<file path="config.mk">
export PLATFORM = sky130hd
export DESIGN_NAME = rcs_serdiv
export DESIGN_NICKNAME = d
export VERILOG_FILES = /design/src/rtl/rcs_pkg.sv /design/src/rtl/rcs_serdiv.sv
export SDC_FILE = /design/constraint.sdc
export NUM_CORES = 1
export LEC_CHECK = 0
export ABC_AREA = 1
export BUFFER_PORTS_ARGS = -buffer_cell sky130_fd_sc_hd__buf_2
export CORE_ASPECT_RATIO = 1.25
export CORE_MARGIN = 2
export CORE_UTILIZATION = 45
export DETAILED_ROUTE_END_ITERATION = 12
export MAX_ROUTING_LAYER = met4
export PLACE_DENSITY = 0.74
export SYNTH_ARGS = -nofsm -noshare
export SYNTH_HDL_FRONTEND = slang
export SYNTH_SLANG_ARGS = --single-unit
</file>
<file path="constraint.sdc">
create_clock -name clk -period 8.1 [get_ports clk]
set_clock_uncertainty 0.15 [all_clocks]
set_input_delay 0.81 -clock clk [delete_from_list [all_inputs] [get_ports clk]]
set_output_delay 0.81 -clock clk [all_outputs]
set_load 0.005 [all_outputs]
</file>
<file path="src/rtl/rcs_pkg.sv">
// Shared types and constants for the random cell sampler.
// Holds field widths, the status codes and the divider control struct.
// Used by the serial divider and the top level; depends on nothing.
package rcs_pkg;

  localparam int MAX_CELLS_DEF = 4096;
  localparam int RAND_W        = 31;
  localparam int GRID_W        = 13;
  localparam int CELL_W        = 12;
  localparam int EPOCH_W       = 4;
  localparam int NBITS_W       = 5;

  typedef enum logic [1:0] {
    ST_OK        = 2'd0,
    ST_EXHAUSTED = 2'd1,
    ST_RESET     = 2'd2
  } status_t;

  typedef struct packed {
    logic               start;
    logic [NBITS_W-1:0] nbits;
  } div_ctl_t;

endpackage

</file>
<file path="src/rtl/rcs_serdiv.sv">
// Bit-serial restoring divider, one quotient bit per cycle, MSB first.
// The dividend is consumed from its top bit for the requested number of bits.
// Depends on rcs_pkg.
module rcs_serdiv #(
  parameter int DVD_W = 31,
  parameter int DVS_W = 13
) (
  input  logic              clk,
  input  logic              rst,
  input  rcs_pkg::div_ctl_t ctl,
  input  logic [DVD_W-1:0]  dividend,
  input  logic [DVS_W-1:0]  divisor,
  output logic              done,
  output logic [DVD_W-1:0]  quotient,
  output logic [DVS_W-1:0]  remainder
);
  import rcs_pkg::*;

  logic               busy;
  logic [NBITS_W-1:0] cnt;
  logic [DVD_W-1:0]   sh;
  logic [DVS_W-1:0]   dvs;
  logic [DVS_W:0]     trial;
  logic [DVS_W:0]     diff;
  logic               ge;

  always_comb begin
    trial = {remainder, sh[DVD_W-1]};
    diff  = trial - {1'b0, dvs};
    ge    = trial >= {1'b0, dvs};
  end

  always_ff @(posedge clk) begin
    if (rst) begin
      busy <= 1'b0;
      done <= 1'b0;
      cnt  <= '0;
    end else if (ctl.start) begin
      busy      <= 1'b1;
      done      <= 1'b0;
      cnt       <= ctl.nbits;
      sh        <= dividend;
      dvs       <= divisor;
      remainder <= '0;
      quotient  <= '0;
    end else if (busy) begin
      sh        <= {sh[DVD_W-2:0], 1'b0};
      remainder <= ge ? diff[DVS_W-1:0] : trial[DVS_W-1:0];
      quotient  <= {quotient[DVD_W-2:0], ge};
      cnt       <= cnt - 1'b1;
      if (cnt == NBITS_W'(1)) begin
        busy <= 1'b0;
        done <= 1'b1;
      end
    end else begin
      done <= 1'b0;
    end
  end

endmodule
</file>
==> metrics.csv <==
stage,metric,value,unit
placement,placed cell areas,5240,um2
global_route,gr busiest metal,met2,
sta,setup total negative slack,0,ns
sta,"Hold Violations, Final",0,
clock_network,Post-CTS Setup Inserts,0,
critical_path,Critical Path AT,3.00,ns
sta,# setup viols final,0,
floorplan,die height,118,um
pwr,Worst VDD drop,0.000109,V
sta,Max Slew Vio Count,0,
route,"antenna viol nets, final",0,
route,detailed router's first-iteration violation count,185,
finish,P&R area growth vs syn,19.3,%
critical_path,R2R setup slack,5.68,ns
floorplan,Total Die Area,11100,um2
sta,Final Cycle Share,0.394,
placement,"worst slack, placed",4.53,ns
logic_synthesis,"Seq/Total Area, Yosys",0.600,
critical_path,CP required,7.91,ns
logic_synthesis,Post-synth top flop,edfxtp_1,
clock_network,root buffer cell,clkbuf_16,
route,wire per inst,12.7,um
clock_network,clock sink total,95,
finish,final instance area,5530,um2
route,# DRC,0,
global_route,first-pass GRT wire length,15200,um
critical_path,CP cell instances,buf_2 > buf_4 > nor2_1 > nor2_4 > buf_4,
critical_path,Critical Path Source Type,input pin,
sta,Slew Limit Headroom,0.178,
clock_network,post_cts resized,0,
finish,fin cells,732,
critical_path,crit path from,ctl[5],
finish,ANT cells,0,
pwr,pwr dens,218,nW/um2
logic_synthesis,Synth cell types,30,
logic_synthesis,synthesized area,4640,um2
floorplan,row count,41,
global_route,largest net degree at the start of global routing,72,
critical_path,Worst setup EP type,flop,
critical_path,Levels on crit path,5,
critical_path,Reg2Reg Depth,12,
clock_network,maximum buffer depth of the clock tree,2,
placement,I/O Buffers,96,
logic_synthesis,"EDFF count, synth",88,
sta,minimum clock period,3.19,ns
clock_network,Clock Pin Slew Worst Setup and Hold Paths,0.06,ns
global_route,met2 Track Usage GR,0.287,
min_path,Min-Delay Startpoint,cnt[0],
route,Initial DRT Pass Iterations,5,
finish,Filler cells,919,
critical_path,"Max FO, Critical Path",71,
global_route,GRT met3 Usage,0.0371,
placement,Placed Cells,716,
logic_synthesis,synth warn,0,
critical_path,FF-to-FF Start,sh[30],
sta,worst slew pin tran,1.23,ns
finish,fin nets,666,
route,Via-to-Cell Ratio,4.75,
finish,layout cells sized above 1,0.204,
critical_path,slowest CP cell,nor2_4,
sta,setup ws final,4.91,ns
critical_path,crit path kind,input pin to flop,
clock_network,TritonCTS Buffers,9,
outcome,outcome,"finished, final reports clean",
flow_run,Max-cap violations,0,
min_path,worst hold path depth,2,
route,WL final,9280,um
global_route,residual overflow from global routing,0,
logic_synthesis,syn_nets,571,
sta,unrepaired setup endpoints after global routing,no,
clock_network,H-tree depth,3,
pwr,Tot Pwr,1.21,mW
clock_network,hold buffer count at cts,0,
floorplan,core footprint,10100,um2
floorplan,Starting Density,0.461,
logic_synthesis,async set-reset flop share out of synthesis,0,
route,via count,3475,
global_route,vias in the first global route,3421,
logic_synthesis,Avg Inst Size Synth,9.22,um2
critical_path,Buf/Inv on CP,3,
sta,f_max,313,MHz
global_route,GR Util met1,0.227,
critical_path,Top delay family on crit path,buffers and inverters,
placement,HPWL after DPL,6740,um
placement,final RePlAce weighted congestion,0.911,
min_path,Worst Hold Class,flop to flop,
clock_network,clock tree from TritonCTS,built,
pwr,Leak Pwr,2.68,nW
floorplan,Die Wd,94.8,um
critical_path,max incr delay on CP,0.69,ns
critical_path,most frequent CP cell,buf_4,
global_route,initial antenna violation count,0,
logic_synthesis,Seq cells post-synth,95,
floorplan,# IOs,97,
global_route,Tot GR Track Use,0.179,
logic_synthesis,Cells after Synth,503,
clock_network,Clock Latency Late Sink,0.33,ns
-- layer usage --
metal,share of wire,vias to the layer above
met1,0.45,1595
met5,0,-
met3,0.045,2
met4,0.0023,0
li1,-,1785
met2,0.50,93
-- state kept, by name (all words and copies together) (netlist names) --
name       flops
quotient      31
sh            31
dvs           13
remainder     13
cnt            5
busy           1
done           1
-- path summary, 6_finish.rpt --
path | endpoint
min reg2reg | cnt[0]
max reg2reg | remainder[5]
max | sh[29]
min | cnt[0]
-- Yosys cell counts (3+ instances only) --
| library cell | n | share of area |
|---|---|---|
| a21oi_1 | 8 | 0.0086 |
| edfxtp_1 | 88 | 0.57 |
| o21ai_0 | 13 | 0.014 |
| xor2_1 | 5 | 0.0094 |
| inv_1 | 76 | 0.062 |
| nand2_2 | 3 | 0.0040 |
| nand3_1 | 17 | 0.018 |
| nand2_1 | 154 | 0.12 |
| dfxtp_1 | 7 | 0.030 |
| a31oi_1 | 4 | 0.0054 |
| ha_1 | 15 | 0.040 |
| xnor2_1 | 3 | 0.0057 |
| nor3_1 | 3 | 0.0032 |
| nor2_1 | 77 | 0.062 |
| clkbuf_1 | 9 | 0.0073 |
| o21bai_1 | 3 | 0.0049 |
-- through the flow --
step                utilization  hold slack, ns
global placement          0.521           0.344
CTS                       0.550           0.362
finish                    0.550           0.359
global route              0.550           0.381
detailed placement        0.521           0.349
floorplan                     -           0.325
-- power breakdown --
part           total [mW]  switching [mW]  internal, mW
combinational       0.193           0.119        0.0736
clock               0.416           0.176         0.240
sequential          0.599          0.0182         0.580
-- layout by cell type, fill, tap and decap left out, types with 4 or more instances in the layout --
cell	n
inv_1	76
ha_1	15
xor2_1	5
o21ai_0	13
nor2_1	76
a31oi_1	4
edfxtp_1	88
a21oi_1	8
nand2_1	154
buf_2	96
nand3_1	17
dfxtp_1	7
clkbuf_16	9
-- logic make-up (layout without fill, tap and decap cells) --
group,after synthesis,count (layout),synth area share
and+or+nand+nor,260,260,0.224
DFF,95,95,0.600
buffers and inverters,93,193,0.0790
AOI/OAI and AO/OA,31,31,0.0372
adders and majority gates,16,16,0.0448
xor gates and xnor gates,8,8,0.0151
-- cell type report --
class / count / area [um2] / share of cell area
tap: 129 / 161 / 0.0292
clock buffer: 9 / 225 / 0.0407
multi-input combinational: 315 / 1500 / 0.271
inverter: 78 / 293 / 0.0529
timing repair buffer: 99 / 503 / 0.0909
clock inverter: 7 / 70.1 / 0.0127
sequential: 95 / 2780 / 0.503
-- worst reg2reg max path: cells and delay by family, from the launching register on --
kind            cells  cell delay (ns)
simple gates        7             0.66
flops               1             0.39
buf+inv             2             0.16
fa+ha+maj           2             0.57
compound gates      1             0.24
Power figures use the tool's default switching activity.
